**config.mk**
```make
export PLATFORM = sky130hd
export DESIGN_NAME = escaped_crc_subpacket_framer_core
export DESIGN_NICKNAME = d
export VERILOG_FILES = /design/src/rtl/ecsf_pkg.sv /design/src/rtl/ecsf_fifo.sv /design/src/rtl/ecsf_front.sv /design/src/rtl/ecsf_back.sv /design/src/rtl/escaped_crc_subpacket_framer_core.sv
export VERILOG_INCLUDE_DIRS = /design/src /design/src/rtl
export SDC_FILE = /design/constraint.sdc
export NUM_CORES = 1
export LEC_CHECK = 0
export BUFFER_PORTS_ARGS = -buffer_cell sky130_fd_sc_hd__buf_2
export CORE_UTILIZATION = 43
export CTS_CLUSTER_DIAMETER = 150
export DETAILED_ROUTE_END_ITERATION = 16
export HOLD_SLACK_MARGIN = 0.1
export PLACE_DENSITY_LB_ADDON = 0.12
export SLEW_MARGIN = 20
export SYNTH_ARGS = -nofsm -noshare
export SYNTH_HDL_FRONTEND = slang
export SYNTH_SLANG_ARGS = --single-unit
```
**constraint.sdc**
```tcl
create_clock -name clock -period 6.6 [get_ports clock]
set_input_delay 0.66 -clock clock [delete_from_list [all_inputs] [get_ports clock]]
set_output_delay 0.66 -clock clock [all_outputs]
set_load 0.01 [all_outputs]
```
**src/rtl/assert_macros.svh**
```systemverilog
// ---------------------------------------------------------------------------
// assertion macros shared by the framer rtl
// ---------------------------------------------------------------------------
`ifndef ASSERT_MACROS_SVH
`define ASSERT_MACROS_SVH
`ifndef SYNTHESIS
// property that must hold on every rising clock edge outside reset
`define ECSF_ASSERT(lbl, clk, rst, prop) \
   lbl: assert property (@(posedge clk) disable iff (rst) (prop)) \
      else $error("framer assertion failed");
// same-cycle implication
`define ECSF_ASSERT_IMPL(lbl, clk, rst, ante, cons) \
   lbl: assert property (@(posedge clk) disable iff (rst) (ante) |-> (cons)) \
      else $error("framer assertion failed");
`else
`define ECSF_ASSERT(lbl, clk, rst, prop)
`define ECSF_ASSERT_IMPL(lbl, clk, rst, ante, cons)
`endif
`endif

```
**src/rtl/ecsf_pkg.sv**
```systemverilog
// ---------------------------------------------------------------------------
// ecsf_pkg
// types, link codes and crc/escape helpers for the escaped crc subpacket
// framer
// ---------------------------------------------------------------------------
`default_nettype none

package ecsf_pkg;

   // input op codes
   localparam logic [1:0] OP_BYTE     = 2'd0;
   localparam logic [1:0] OP_BYTE_END = 2'd1;
   localparam logic [1:0] OP_END      = 2'd2;
   localparam logic [1:0] OP_NONE     = 2'd3;

   // configuration register indexes
   localparam int         CSR_ADDR_W          = 3;
   localparam logic       REG_CRC32_MODE      = 1'b0;
   localparam logic       REG_ESCAPE_CONTROLS = 1'b1;

   // link codes
   localparam logic [7:0] ZDLE_BYTE  = 8'h18;
   localparam logic [7:0] ZCRCW_BYTE = 8'h6B;
   localparam logic [7:0] ZRUB0_BYTE = 8'h6C;
   localparam logic [7:0] ZRUB1_BYTE = 8'h6D;
   localparam logic [7:0] ESC_XOR    = 8'h40;
   localparam logic [6:0] CH_DLE     = 7'h10;
   localparam logic [6:0] CH_XON     = 7'h11;
   localparam logic [6:0] CH_XOFF    = 7'h13;
   localparam logic [6:0] CH_GS      = 7'h1D;
   localparam logic [6:0] CH_CR      = 7'h0D;
   localparam logic [6:0] CH_DEL     = 7'h7F;
   localparam logic [6:0] CH_AT      = 7'h40;
   localparam logic [6:0] CH_SPACE   = 7'h20;
   localparam logic [7:0] BYTE_DEL   = 8'h7F;
   localparam logic [7:0] BYTE_FF    = 8'hFF;

   // crc constants
   localparam logic [31:0] CRC32_POLY = 32'hEDB88320;
   localparam logic [31:0] CRC32_INIT = 32'hFFFFFFFF;
   localparam logic [15:0] CRC16_POLY = 16'h1021;
   localparam logic [31:0] CRC16_INIT = 32'h0;

   typedef struct packed {
      logic crc32_mode;
      logic escape_controls;
   } cfg_type;

   // one queued word: what the back end has to send
   typedef struct packed {
      logic        has_byte;
      logic        has_end;
      logic [7:0]  data_byte;
      logic [31:0] crc;
   } entry_type;

   // one byte step of either crc
   function automatic logic [31:0] crc_update(input logic [31:0] crc,
                                              input logic [7:0]  b,
                                              input logic        mode32);
      logic [31:0] c32;
      logic [15:0] c16;
      c32 = crc ^ {24'h0, b};
      c16 = crc[15:0] ^ {b, 8'h00};
      for (int i = 0; i < 8; i++) begin
         c32 = c32[0] ? ((c32 >> 1) ^ CRC32_POLY) : (c32 >> 1);
         c16 = c16[15] ? ((c16 << 1) ^ CRC16_POLY) : (c16 << 1);
      end
      return mode32 ? c32 : {16'h0, c16};
   endfunction

   // does this byte need a zdle prefix
   function automatic logic esc_needed(input logic [7:0] b,
                                       input logic       after_at,
                                       input logic       esc_ctl);
      logic [6:0] low;
      low = b[6:0];
      return (b == ZDLE_BYTE) || (low == CH_DLE) || (low == CH_XON) ||
             (low == CH_XOFF) || (low == CH_GS) || (low == CH_DEL) ||
             (b == BYTE_FF) || ((low == CH_CR) && after_at) ||
             ((low < CH_SPACE) && esc_ctl);
   endfunction

   // byte sent after the zdle prefix
   function automatic logic [7:0] esc_map(input logic [7:0] b);
      logic [7:0] r;
      if (b == BYTE_DEL) begin
         r = ZRUB0_BYTE;
      end else if (b == BYTE_FF) begin
         r = ZRUB1_BYTE;
      end else begin
         r = b ^ ESC_XOR;
      end
      return r;
   endfunction

endpackage

`default_nettype wire

```
**src/rtl/ecsf_fifo.sv**
```systemverilog
// ---------------------------------------------------------------------------
// ecsf_fifo
// short word queue between the front end and the back end
// ---------------------------------------------------------------------------
`default_nettype none
`include "assert_macros.svh"

module ecsf_fifo #(
   parameter int DEPTH = 2
) (
   input  wire                  clock,
   input  wire                  reset,
   input  wire                  push,
   input  ecsf_pkg::entry_type  push_entry,
   input  wire                  pop,
   output logic                 full,
   output logic                 head_valid,
   output ecsf_pkg::entry_type  head
);
   import ecsf_pkg::*;

   localparam int AW = $clog2(DEPTH);
   localparam int CW = $clog2(DEPTH + 1);

   entry_type         mem_ff [DEPTH];
   logic [AW-1:0]     wr_ptr_ff, wr_ptr_in;
   logic [AW-1:0]     rd_ptr_ff, rd_ptr_in;
   logic [CW-1:0]     count_ff, count_in;

   // pointer and fill count update
   always_comb begin
      wr_ptr_in = wr_ptr_ff;
      rd_ptr_in = rd_ptr_ff;
      count_in  = count_ff;
      if (push) begin
         wr_ptr_in = (wr_ptr_ff == AW'(DEPTH - 1)) ? '0 : wr_ptr_ff + AW'(1);
      end
      if (pop) begin
         rd_ptr_in = (rd_ptr_ff == AW'(DEPTH - 1)) ? '0 : rd_ptr_ff + AW'(1);
      end
      case ({push, pop})
         2'b10:   count_in = count_ff + CW'(1);
         2'b01:   count_in = count_ff - CW'(1);
         default: count_in = count_ff;
      endcase
   end

   always_ff @(posedge clock) begin
      if (reset) begin
         wr_ptr_ff <= '0;
         rd_ptr_ff <= '0;
         count_ff  <= '0;
      end else begin
         wr_ptr_ff <= wr_ptr_in;
         rd_ptr_ff <= rd_ptr_in;
         count_ff  <= count_in;
      end
   end

   // storage, no reset needed
   always_ff @(posedge clock) begin
      if (push) begin
         mem_ff[wr_ptr_ff] <= push_entry;
      end
   end

   assign full       = (count_ff == CW'(DEPTH));
   assign head_valid = (count_ff != '0);
   assign head       = mem_ff[rd_ptr_ff];

   `ECSF_ASSERT_IMPL(a_no_push_full, clock, reset, push, count_ff != CW'(DEPTH))
   `ECSF_ASSERT_IMPL(a_no_pop_empty, clock, reset, pop, count_ff != '0)
   `ECSF_ASSERT(a_count_bound, clock, reset, count_ff <= CW'(DEPTH))

endmodule

`default_nettype wire

```
**src/rtl/ecsf_front.sv**
```systemverilog
// ---------------------------------------------------------------------------
// ecsf_front
// accepts input words, runs the payload crc and queues work for the back end
// ---------------------------------------------------------------------------
`default_nettype none

module ecsf_front (
   input  wire                  clock,
   input  wire                  reset,
   input  ecsf_pkg::cfg_type    cfg,
   input  wire                  req_valid,
   output logic                 req_ready,
   input  wire  [1:0]           req_op,
   input  wire  [7:0]           req_data_byte,
   input  wire                  q_full,
   output logic                 push,
   output ecsf_pkg::entry_type  push_entry
);
   import ecsf_pkg::*;

   logic [31:0] crc_ff, crc_in;
   logic        in_packet_ff, in_packet_in;
   logic        accept;
   logic        has_byte;
   logic        has_end;
   logic [31:0] crc_base;
   logic [31:0] crc_after;

   assign req_ready = !q_full;
   assign accept    = req_valid && req_ready;

   // classify the word
   always_comb begin
      case (req_op)
         OP_BYTE:     begin has_byte = 1'b1; has_end = 1'b0; end
         OP_BYTE_END: begin has_byte = 1'b1; has_end = 1'b1; end
         OP_END:      begin has_byte = 1'b0; has_end = 1'b1; end
         default:     begin has_byte = 1'b0; has_end = 1'b0; end
      endcase
   end

   // running crc, restarted at packet start
   always_comb begin
      crc_base     = in_packet_ff ? crc_ff : (cfg.crc32_mode ? CRC32_INIT : CRC16_INIT);
      crc_after    = has_byte ? crc_update(crc_base, req_data_byte, cfg.crc32_mode)
                              : crc_base;
      crc_in       = crc_ff;
      in_packet_in = in_packet_ff;
      push         = 1'b0;
      if (accept && (has_byte || has_end)) begin
         push         = 1'b1;
         crc_in       = crc_after;
         in_packet_in = !has_end;
      end
   end

   assign push_entry = '{has_byte:  has_byte,
                         has_end:   has_end,
                         data_byte: req_data_byte,
                         crc:       crc_after};

   always_ff @(posedge clock) begin
      if (reset) begin
         crc_ff       <= '0;
         in_packet_ff <= 1'b0;
      end else begin
         crc_ff       <= crc_in;
         in_packet_ff <= in_packet_in;
      end
   end

endmodule

`default_nettype wire

```
**src/rtl/ecsf_back.sv**
```systemverilog
// ---------------------------------------------------------------------------
// ecsf_back
// turns queued words into escaped link bytes, one per cycle unless stalled
// ---------------------------------------------------------------------------
`default_nettype none
`include "assert_macros.svh"

module ecsf_back (
   input  wire                  clock,
   input  wire                  reset,
   input  ecsf_pkg::cfg_type    cfg,
   input  wire                  head_valid,
   input  ecsf_pkg::entry_type  head,
   output logic                 pop,
   output logic                 rsp_valid,
   input  wire                  rsp_ready,
   output logic [7:0]           rsp_out_byte,
   output logic                 rsp_run_last,
   output logic                 rsp_packet_done
);
   import ecsf_pkg::*;

   typedef enum logic [4:0] {
      S_START = 5'b00001,
      S_ZDLE  = 5'b00010,
      S_ZCRCW = 5'b00100,
      S_CRC   = 5'b01000,
      S_TAIL  = 5'b10000
   } back_state_type;

   back_state_type st_ff, st_in;
   logic [7:0]     tail_ff, tail_in;
   logic           tail_crc_ff, tail_crc_in;
   logic           after_at_ff, after_at_in;
   logic [31:0]    sh_ff, sh_in;
   logic [1:0]     left_ff, left_in;
   logic           rsp_valid_ff, rsp_valid_in;
   logic [7:0]     rsp_byte_ff, rsp_byte_in;
   logic           rsp_last_ff, rsp_last_in;
   logic           rsp_done_ff, rsp_done_in;

   logic           out_free;
   logic           emit;
   logic [7:0]     cur_b;
   logic           esc;
   logic [31:0]    crc_fin;

   assign out_free = !rsp_valid_ff || rsp_ready;
   assign cur_b    = (st_ff == S_CRC) ? sh_ff[7:0] : head.data_byte;
   assign esc      = esc_needed(cur_b, after_at_ff, cfg.escape_controls);
   assign crc_fin  = crc_update(head.crc, ZCRCW_BYTE, cfg.crc32_mode);

   // byte sequencer
   always_comb begin
      st_in       = st_ff;
      tail_in     = tail_ff;
      tail_crc_in = tail_crc_ff;
      after_at_in = after_at_ff;
      sh_in       = sh_ff;
      left_in     = left_ff;
      emit        = 1'b0;
      pop         = 1'b0;
      rsp_byte_in = rsp_byte_ff;
      rsp_last_in = 1'b0;
      rsp_done_in = 1'b0;
      case (st_ff)
         S_START: begin
            if (head_valid && out_free) begin
               emit = 1'b1;
               if (head.has_byte) begin
                  after_at_in = (cur_b[6:0] == CH_AT);
                  if (esc) begin
                     rsp_byte_in = ZDLE_BYTE;
                     tail_in     = esc_map(cur_b);
                     tail_crc_in = 1'b0;
                     st_in       = S_TAIL;
                  end else begin
                     rsp_byte_in = cur_b;
                     if (head.has_end) begin
                        st_in = S_ZDLE;
                     end else begin
                        rsp_last_in = 1'b1;
                        pop         = 1'b1;
                     end
                  end
               end else begin
                  rsp_byte_in = ZDLE_BYTE;
                  st_in       = S_ZCRCW;
               end
            end
         end
         S_ZDLE: begin
            if (out_free) begin
               emit        = 1'b1;
               rsp_byte_in = ZDLE_BYTE;
               st_in       = S_ZCRCW;
            end
         end
         S_ZCRCW: begin
            // trailer order: crc-32 inverted low byte first, crc-16 high first
            if (out_free) begin
               emit        = 1'b1;
               rsp_byte_in = ZCRCW_BYTE;
               if (cfg.crc32_mode) begin
                  sh_in   = ~crc_fin;
                  left_in = 2'd3;
               end else begin
                  sh_in   = {16'h0, crc_fin[7:0], crc_fin[15:8]};
                  left_in = 2'd1;
               end
               st_in = S_CRC;
            end
         end
         S_CRC: begin
            if (out_free) begin
               emit        = 1'b1;
               after_at_in = (cur_b[6:0] == CH_AT);
               sh_in       = sh_ff >> 8;
               if (esc) begin
                  rsp_byte_in = ZDLE_BYTE;
                  tail_in     = esc_map(cur_b);
                  tail_crc_in = 1'b1;
                  st_in       = S_TAIL;
               end else begin
                  rsp_byte_in = cur_b;
                  if (left_ff == 2'd0) begin
                     rsp_last_in = 1'b1;
                     rsp_done_in = 1'b1;
                     pop         = 1'b1;
                     st_in       = S_START;
                  end else begin
                     left_in = left_ff - 2'd1;
                  end
               end
            end
         end
         S_TAIL: begin
            if (out_free) begin
               emit        = 1'b1;
               rsp_byte_in = tail_ff;
               if (tail_crc_ff) begin
                  if (left_ff == 2'd0) begin
                     rsp_last_in = 1'b1;
                     rsp_done_in = 1'b1;
                     pop         = 1'b1;
                     st_in       = S_START;
                  end else begin
                     left_in = left_ff - 2'd1;
                     st_in   = S_CRC;
                  end
               end else if (head.has_end) begin
                  st_in = S_ZDLE;
               end else begin
                  rsp_last_in = 1'b1;
                  pop         = 1'b1;
                  st_in       = S_START;
               end
            end
         end
         default: begin
            st_in = S_START;
         end
      endcase
   end

   // output register
   always_comb begin
      rsp_valid_in = rsp_valid_ff;
      if (emit) begin
         rsp_valid_in = 1'b1;
      end else if (rsp_ready) begin
         rsp_valid_in = 1'b0;
      end
   end

   always_ff @(posedge clock) begin
      if (reset) begin
         st_ff        <= S_START;
         after_at_ff  <= 1'b0;
         rsp_valid_ff <= 1'b0;
      end else begin
         st_ff        <= st_in;
         after_at_ff  <= after_at_in;
         rsp_valid_ff <= rsp_valid_in;
      end
   end

   // payload registers
   always_ff @(posedge clock) begin
      tail_ff     <= tail_in;
      tail_crc_ff <= tail_crc_in;
      sh_ff       <= sh_in;
      left_ff     <= left_in;
      if (emit) begin
         rsp_byte_ff <= rsp_byte_in;
         rsp_last_ff <= rsp_last_in;
         rsp_done_ff <= rsp_done_in;
      end
   end

   assign rsp_valid       = rsp_valid_ff;
   assign rsp_out_byte    = rsp_byte_ff;
   assign rsp_run_last    = rsp_last_ff;
   assign rsp_packet_done = rsp_done_ff;

   `ECSF_ASSERT_IMPL(a_done_is_last, clock, reset, rsp_valid_ff && rsp_done_ff,
                     rsp_last_ff)
   `ECSF_ASSERT_IMPL(a_busy_has_word, clock, reset, st_ff != S_START, head_valid)
   `ECSF_ASSERT_IMPL(a_tail_after_zdle, clock, reset, st_ff == S_TAIL,
                     rsp_valid_ff && (rsp_byte_ff == ZDLE_BYTE))

endmodule

`default_nettype wire

```
**src/rtl/escaped_crc_subpacket_framer_core.sv**
```systemverilog
// ---------------------------------------------------------------------------
// escaped_crc_subpacket_framer_core
// zdle-escaped data subpacket framer with crc-16 / crc-32 trailer
// ---------------------------------------------------------------------------
//  channel  prefix  direction  word
//  input    req_    in         op, data_byte
//  output   rsp_    out        out_byte, run_last, packet_done
//  config   csr_    in/out     apb-style register port, 32-bit data
//
//  the back end sends one link byte per cycle from its output register:
//  a plain payload byte goes out as is, an escaped one as zdle + mapped
//  byte; a packet end adds zdle/zcrcw plus 2 (crc-16) or 4 (crc-32) crc
//  bytes, each escaped as needed. the front end accepts one word per cycle
//  while the QUEUE_DEPTH-word queue has room. reset is synchronous; no
//  clearing pass. output stalls hold the byte and back up into the queue.
// ---------------------------------------------------------------------------
`default_nettype none

module escaped_crc_subpacket_framer_core #(
   parameter int QUEUE_DEPTH = 2
) (
   input  wire                                clock,
   input  wire                                reset,
   input  wire                                req_valid,
   output logic                               req_ready,
   input  wire  [1:0]                         req_op,
   input  wire  [7:0]                         req_data_byte,
   output logic                               rsp_valid,
   input  wire                                rsp_ready,
   output logic [7:0]                         rsp_out_byte,
   output logic                               rsp_run_last,
   output logic                               rsp_packet_done,
   input  wire                                csr_psel,
   input  wire                                csr_penable,
   input  wire                                csr_pwrite,
   input  wire  [ecsf_pkg::CSR_ADDR_W-1:0]    csr_paddr,
   input  wire  [31:0]                        csr_pwdata,
   output logic [31:0]                        csr_prdata,
   output logic                               csr_pready
);
   import ecsf_pkg::*;

   cfg_type    cfg_ff, cfg_in;
   logic       csr_wr;
   logic       csr_idx;
   logic       q_full;
   logic       q_push;
   logic       q_pop;
   logic       q_head_valid;
   entry_type  q_push_entry;
   entry_type  q_head;

   // register port
   assign csr_pready = 1'b1;
   assign csr_wr     = csr_psel && csr_penable && csr_pwrite && csr_pready;
   assign csr_idx    = csr_paddr[2];

   always_comb begin
      cfg_in = cfg_ff;
      if (csr_wr) begin
         case (csr_idx)
            REG_CRC32_MODE:      cfg_in.crc32_mode      = csr_pwdata[0];
            REG_ESCAPE_CONTROLS: cfg_in.escape_controls = csr_pwdata[0];
            default:             cfg_in = cfg_ff;
         endcase
      end
   end

   always_comb begin
      case (csr_idx)
         REG_CRC32_MODE:      csr_prdata = {31'h0, cfg_ff.crc32_mode};
         REG_ESCAPE_CONTROLS: csr_prdata = {31'h0, cfg_ff.escape_controls};
         default:             csr_prdata = 32'h0;
      endcase
   end

   always_ff @(posedge clock) begin
      if (reset) begin
         cfg_ff <= '0;
      end else begin
         cfg_ff <= cfg_in;
      end
   end

   // accept side
   ecsf_front u_front (
      .clock         (clock),
      .reset         (reset),
      .cfg           (cfg_ff),
      .req_valid     (req_valid),
      .req_ready     (req_ready),
      .req_op        (req_op),
      .req_data_byte (req_data_byte),
      .q_full        (q_full),
      .push          (q_push),
      .push_entry    (q_push_entry)
   );

   // word queue
   ecsf_fifo #(
      .DEPTH (QUEUE_DEPTH)
   ) u_fifo (
      .clock      (clock),
      .reset      (reset),
      .push       (q_push),
      .push_entry (q_push_entry),
      .pop        (q_pop),
      .full       (q_full),
      .head_valid (q_head_valid),
      .head       (q_head)
   );

   // send side
   ecsf_back u_back (
      .clock           (clock),
      .reset           (reset),
      .cfg             (cfg_ff),
      .head_valid      (q_head_valid),
      .head            (q_head),
      .pop             (q_pop),
      .rsp_valid       (rsp_valid),
      .rsp_ready       (rsp_ready),
      .rsp_out_byte    (rsp_out_byte),
      .rsp_run_last    (rsp_run_last),
      .rsp_packet_done (rsp_packet_done)
   );

endmodule

`default_nettype wire

```
==> out/qor.csv, run 1 <==
stage,metric,value,unit
synth,top_reg_cell synth,edfxtp_1,
sta,clk_skew,18.3,ps
clocking,CTS Buf Count,17,
layout,Nets,1133,
synth,post-synthesis cell area,0.0111,sq mm
synth,Yosys cell types,75,
routing,vias,7719,
sta,Hold Worst Slack,466,ps
routing,remaining antenna violation count after routing,0,
placement,Port Buffers,31,
synth,synthesis-stage register bit count,184,
power_and_ir_drop,Int Pwr,2.52,mW
sta,endpoints failing setup,0,
layout,"commonest non-fill, non-tap cells in the layout","137 x edfxtp_1, 110 x nand2_1, 92 x xnor2_1",
sta,fin. max-slew vios,0,
floorplan,Die Width,163,um
sta,RSZ-0062 raised after global routing,false,
floorplan,initial core utilization,0.441,
flow_run,Max Cap Violations,0,
power_and_ir_drop,Worst VDD drop,0.135,mV
global_routing,initial antenna violation count,0,
worst_setup_path,Worst setup EP type,register,
clocking,number of buffers added for setup after CTS,0,
synth,ys async rst share,0,
placement,dpl cells,1387,
placement,area post-placement,0.0114,sq mm
floorplan,core area,0.0253,sq mm
global_routing,GRT overflow,0,
clocking,CTS H-tree lvls,4,
worst_setup_path,startpoint types,register,
power_and_ir_drop,P_sw,1.29,mW
sta,fin crit share,0.601,
routing,WL/cell,19.9,um
layout,"Core Util, Final",0.474,
routing,number of vias per cell,5.44,
global_routing,first-pass GRT wire length,43800,um
power_and_ir_drop,PwrDens,318,mW/mm^2
layout,# diodes,0,
sta,Tmin final,3970,ps
placement,GPL Wtd Cong,0.862,
floorplan,# rows,58,
power_and_ir_drop,Flop pwr share,0.398,
clocking,CTS Buffer Depth,2,
floorplan,io pins,97,
layout,Syn-to-layout area delta,7.60,%
sta,final critical-path setup slack,2630,ps
layout,Layout Cells excl Fill,1419,
sta,Slew @ Worst Pin,1020,ps
sta,Setup Total Neg Slack,0,ps
placement,post-DP HPWL,19600,um
worst_setup_path,Crit path arrival time,4330,ps
floorplan,die area,0.0265,sq mm
routing,Post-Route WL,28200,um
run_status,status,finished clean,
power_and_ir_drop,leakage,4.33,nW
synth,Synth area leaders,"edfxtp_1 37%, dfxtp_1 8.5%, xnor2_1 7.2%",
routing,Iteration-0 DRC Markers,471,
worst_setup_path,WS Path Type,reg -> reg,
clocking,Clock Tree Root,clkbuf_16,
synth,"Avg Cell Area, Syn",10.3,sq um
floorplan,Die Ht,163,um
sta,final hold vios,0,
power_and_ir_drop,clock share of power,0.279,
clocking,post-CTS resize count,0,
worst_setup_path,CP Data Required Time,6960,ps
routing,drt first pass iters,4,
hold_path,worst hold path type,in -> reg,
global_routing,GRT Overall Usage,0.221,
sta,Max Fclk,0.252,GHz
power_and_ir_drop,Sw Share,0.338,
layout,"most common cell after layout, fill and taps aside",edfxtp_1,
power_and_ir_drop,Pwr Total,3.81,mW
synth,synth warn,0,
power_and_ir_drop,Comb power frac,0.323,
placement,dpl ws,2680,ps
global_routing,largest net degree at the start of global routing,45,
synth,"EDFF count, synth",137,
clocking,CTS tree,done,
global_routing,vias in the first global route,7522,
worst_setup_path,Worst Path Max Fanout,34,
synth,post-synthesis sequential area ratio,0.454,
routing,residual DRC count,0,
synth,Gate Count Post-Synth,1085,
layout,share of cells above drive strength 1,0.112,
layout,Post-Layout Inst Area,0.0120,sq mm
clocking,Clock Sinks,184,
layout,FILL cells,2392,
synth,top-area cell type share of the netlist area,0.369,
clocking,clock transition at the registers of the reported paths,70,ps
clocking,clock latency on the worst-skew pair,440,ps
synth,cell accounting for the most synthesized area,edfxtp_1,
sta,worst relative slew slack,0.318,
clocking,# hold bufs at CTS,0,
==> layer usage <==
metal | GRT usage | up-vias | part of all wire
met3 | 0.0260 | 40 | 0.033
met1 | 0.305 | 3726 | 0.47
li1 | - | 3764 | -
met5 | 0 | - | 0
met2 | 0.352 | 189 | 0.47
met4 | 0.0909 | 0 | 0.026
==> sequential cells by signal, summed over array words and instances, names as in the netlist, named ones only <==
| name | cells |
|---|---|
| u_back.rsp_packet_done | 1 |
| u_front.crc_ff | 32 |
| u_back.st_ff | 5 |
| u_back.left_ff | 2 |
| u_back.tail_ff | 8 |
| cfg_ff | 2 |
| u_back.rsp_run_last | 1 |
| u_back.rsp_out_byte | 8 |
| u_fifo.wr_ptr_ff | 1 |
| u_back.rsp_valid | 1 |
| u_fifo.rd_ptr_ff | 1 |
| u_back.sh_ff | 32 |
| u_back.tail_crc_ff | 1 |
| u_fifo.count_ff | 2 |
| u_front.in_packet_ff | 1 |
| u_fifo.mem_ff | 84 |
| u_back.after_at_ff | 1 |
==> power by group through the flow <==
stage	Combinational [mW]	Sequential [mW]	Clock (mW)
6_report	1.23	1.52	1.06
4_1_cts	1.24	1.52	1.09
5_1_grt	1.36	1.53	1.13
2_1_floorplan	0.972	1.52	0
3_5_place_dp	1.23	1.54	0
3_3_place_gp	1.23	1.54	0
==> final timing paths <==
kind | startpoint | end | slack, ps | cells past startpoint
max | u_back.st_ff[3]$_SDFFE_PP0P_ | u_fifo.count_ff[1]$_SDFFE_PP0P_ | 2630 | 11
min reg2reg | u_back.after_at_ff$_SDFFE_PP0P_ | u_back.after_at_ff$_SDFFE_PP0P_ | 470 | 2
max reg2reg | u_back.st_ff[3]$_SDFFE_PP0P_ | u_fifo.count_ff[1]$_SDFFE_PP0P_ | 2630 | 11
min | csr_pwdata[0] | cfg_ff[1]$_SDFFE_PP0P_ | 470 | 3
==> synth_stat cells (13+ instances only) <==
| master | instances |
|---|---|
| a21oi_1 | 81 |
| buf_2 | 19 |
| buf_4 | 33 |
| clkbuf_1 | 39 |
| dfxtp_1 | 47 |
| edfxtp_1 | 137 |
| inv_1 | 14 |
| mux2i_1 | 47 |
| nand2_1 | 110 |
| nand3_1 | 17 |
| nor2_1 | 85 |
| o211ai_1 | 13 |
| o21ai_0 | 72 |
| xnor2_1 | 92 |
| xor2_1 | 69 |
==> final cells by class <==
class                   count  area, sq um  area share
well taps                 330          413      0.0345
multi-input cells         814         5590       0.467
flip-flops and latches    184         5060       0.422
repair buffers             44          253      0.0211
clock inverters             9         98.8     0.00825
inverters                  15         56.3     0.00470
clock buffers              23          510      0.0426
==> critical path: stages, from the launching register on <==
cell	delay, ps
dfxtp_1	420
nor2b_1	310
nand2_2	60
buf_4	250
inv_1	450
a211oi_1	100
a211o_1	360
a21oi_1	720
a32o_1	390
ha_1	310
or3_1	380
a21oi_1	140
==> cells by family after synthesis <==
| logic type | synth area share |
|---|---|
| adders and majority gates | 0.00562 |
| and+or+nand+nor | 0.113 |
| other | 0.000674 |
| muxes | 0.0563 |
| buffers and inverters | 0.0554 |
| xor gates and xnor gates | 0.174 |
| AOI/OAI and AO/OA | 0.141 |
| DFF | 0.454 |
Power figures use the tool's default switching activity.
==> inputs of run 2 (changes only) <==
==> constraint.sdc (replaced) <==
create_clock -name clock -period 3.6 [get_ports clock]
set_input_delay 0.36 -clock clock [delete_from_list [all_inputs] [get_ports clock]]
set_output_delay 0.36 -clock clock [all_outputs]
set_load 0.01 [all_outputs]
==> out/qor.csv, run 2 (synthesis gave the netlist of run 1 again) <==
stage,metric,value,unit,change
layout,Post-Layout Inst Area,0.0122,sq mm,+1.6%
layout,max reg flops,84,,unchanged
hold_path,min-delay src,csr_pwdata[0],,
global_routing,met3 usage,0.0270,,+0.00102
placement,GPL Wtd Cong,0.879,,+1.9%
routing,WL/cell,20.1,um,+1.3%
layout,share of cells above drive strength 1,0.135,,+0.0232
routing,Post-Route WL,29100,um,+3.3%
floorplan,Die Ht,163,um,unchanged
global_routing,GRT overflow,0,,unchanged
layout,biggest regs,"u_fifo.mem_ff (84), u_back.sh_ff (32), u_front.crc_ff (32)",,
clocking,# hold bufs at CTS,0,,unchanged
routing,vias,7906,,+2.4%
routing,number of vias per cell,5.46,,+0.44%
worst_setup_path,Crit path arrival time,3470,ps,-860 ps
global_routing,"Most Used Layer, Global Route",met2,,
clocking,CTS Buffer Depth,2,,unchanged
placement,post-DP HPWL,20900,um,+6.5%
hold_path,Hold Crit Depth,3,,unchanged
worst_setup_path,Worst setup EP type,register,,
floorplan,core area,0.0253,sq mm,unchanged
worst_setup_path,CP Data Required Time,3960,ps,-3000 ps
layout,Largest Register,u_fifo.mem_ff,,
routing,remaining antenna violation count after routing,0,,unchanged
worst_setup_path,reg2reg start,u_back.st_ff[3]$_SDFFE_PP0P_,,
power_and_ir_drop,PwrDens,575,mW/mm^2,+81%
sta,Setup Total Neg Slack,0,ps,unchanged
placement,area post-placement,0.0116,sq mm,+1.8%
global_routing,first-pass GRT wire length,44800,um,+2.4%
worst_setup_path,startpoint types,register,,
sta,Max Fclk,0.321,GHz,+27%
sta,Tmin final,3110,ps,-855 ps
floorplan,initial core utilization,0.441,,unchanged
global_routing,grt met2 use,0.371,,+0.0190
clocking,clock latency on the worst-skew pair,450,ps,about the same
clocking,number of buffers added for setup after CTS,0,,unchanged
flow_run,Max Cap Violations,0,,unchanged
global_routing,GRT Overall Usage,0.228,,+0.00672
floorplan,# rows,58,,unchanged
layout,# diodes,0,,unchanged
clocking,Clock Sinks,184,,unchanged
clocking,CTS tree,done,,
global_routing,initial antenna violation count,0,,unchanged
clocking,CTS H-tree lvls,4,,unchanged
hold_path,worst hold path type,in -> reg,,
power_and_ir_drop,Worst VDD drop,0.302,mV,+120%
layout,Nets,1161,,+2.5%
sta,Hold Worst Slack,162,ps,-304 ps
worst_setup_path,reg2reg end,u_fifo.count_ff[1]$_SDFFE_PP0P_,,
routing,residual DRC count,0,,unchanged
sta,fin crit share,0.864,,+0.263
clocking,CTS Buf Count,17,,unchanged
worst_setup_path,Worst Path Max Fanout,39,,+15%
global_routing,largest net degree at the start of global routing,40,,-11%
layout,Syn-to-layout area delta,9.27,%,
floorplan,die area,0.0265,sq mm,unchanged
routing,Iteration-0 DRC Markers,530,,+13%
worst_setup_path,WS Path Type,reg -> reg,,
sta,endpoints failing setup,0,,unchanged
sta,fin. max-slew vios,0,,unchanged
routing,drt first pass iters,5,,+1
clocking,Clock Tree Root,clkbuf_16,,
sta,RSZ-0062 raised after global routing,false,,
sta,worst relative slew slack,0.429,,+0.112
placement,dpl cells,1415,,+2.0%
sta,Slew @ Worst Pin,855,ps,-169 ps
worst_setup_path,reg2reg path depth,10,,-1
power_and_ir_drop,leakage,4.46,nW,+2.9%
layout,Layout Cells excl Fill,1447,,+2.0%
layout,footprint of the multi-input gates,0.00559,sq mm,unchanged
global_routing,global-route met1 utilization,0.309,,+0.00428
sta,clk_skew,26.2,ps,+7.89 ps
floorplan,Die Width,163,um,unchanged
global_routing,vias in the first global route,7491,,-0.41%
layout,"commonest non-fill, non-tap cells in the layout","137 x edfxtp_1, 110 x nand2_1, 92 x xnor2_1",,
run_status,status,finished clean,,
sta,final hold vios,0,,unchanged
worst_setup_path,R2R setup slack,490,ps,-2150 ps
floorplan,io pins,97,,unchanged
layout,"most common cell after layout, fill and taps aside",edfxtp_1,,
clocking,post-CTS resize count,0,,unchanged
hold_path,Hold Path End,cfg_ff[1]$_SDFFE_PP0P_,,
layout,"Core Util, Final",0.482,,+0.00738
clocking,clock transition at the registers of the reported paths,90,ps,+20 ps
layout,sequential cell area,0.00506,sq mm,unchanged
placement,Port Buffers,31,,unchanged
layout,FILL cells,2365,,-1.1%
## run 2: cell types whose count changed in the layout (fill, tap and decap cells not counted), moves of 2 or more
cell / previous run / this run
buf_4: 13 / 41
clkbuf_16: 19 / 17
clkbuf_8: 2 / 0
clkinv_8: 0 / 3
inv_4: 2 / 0
inv_8: 2 / 5
## run 2: metal layers
layer  wire, um  share of wire
met1      13300           0.46
met4        798          0.027
met2      14000           0.48
met5          0              0
met3       1000          0.034
## run 2: worst max-delay path by stage
stage                                            start                              end  slack, ps
after CTS                                     register        u_back.sh_ff[5]$_DFFE_PP_        530
after detailed placement                      register        u_back.sh_ff[5]$_DFFE_PP_        540
final                     u_back.st_ff[3]$_SDFFE_PP0P_  u_fifo.count_ff[1]$_SDFFE_PP0P_        490
after global placement                        register        u_back.sh_ff[5]$_DFFE_PP_        570
after floorplan                              req_op[0]    u_fifo.mem_ff[0][0]$_DFFE_PP_         10
after global routing      u_back.st_ff[3]$_SDFFE_PP0P_  u_fifo.count_ff[1]$_SDFFE_PP0P_        240
## run 2: critical path, cell delays in order (launching register included)
cell and delay [ps]:
dfxtp_1 430, nor2b_1 300, nand2_2 200, inv_1 110
buf_4 370, o21ai_0 230, a21oi_1 250, a32o_1 320
ha_1 320, or3_1 370, a21oi_1 140
## run 2: where the power goes
part / switching [mW] / internal [mW]
sequential: 0.157 / 2.60
clock: 0.942 / 0.936
combinational: 1.37 / 0.982
total: 2.47 / 4.52
## run 2: cell type report
class                           instances  share of cell area
Sequential cell                       184               0.416
Multi-Input combinational cell        814               0.459
Timing Repair Buffer                   72              0.0381
Inverter                               15             0.00463
Clock inverter                         14              0.0129
Clock buffer                           18              0.0353
Tap cell                              330              0.0339
## run 2: per-stage QoR
step	total power, mW	setup slack (ps)
3_3_place_gp	5.14	571
2_1_floorplan	4.56	10.6
3_5_place_dp	5.15	543
4_1_cts	7.03	533
5_1_grt	7.37	244
6_report	6.99	489
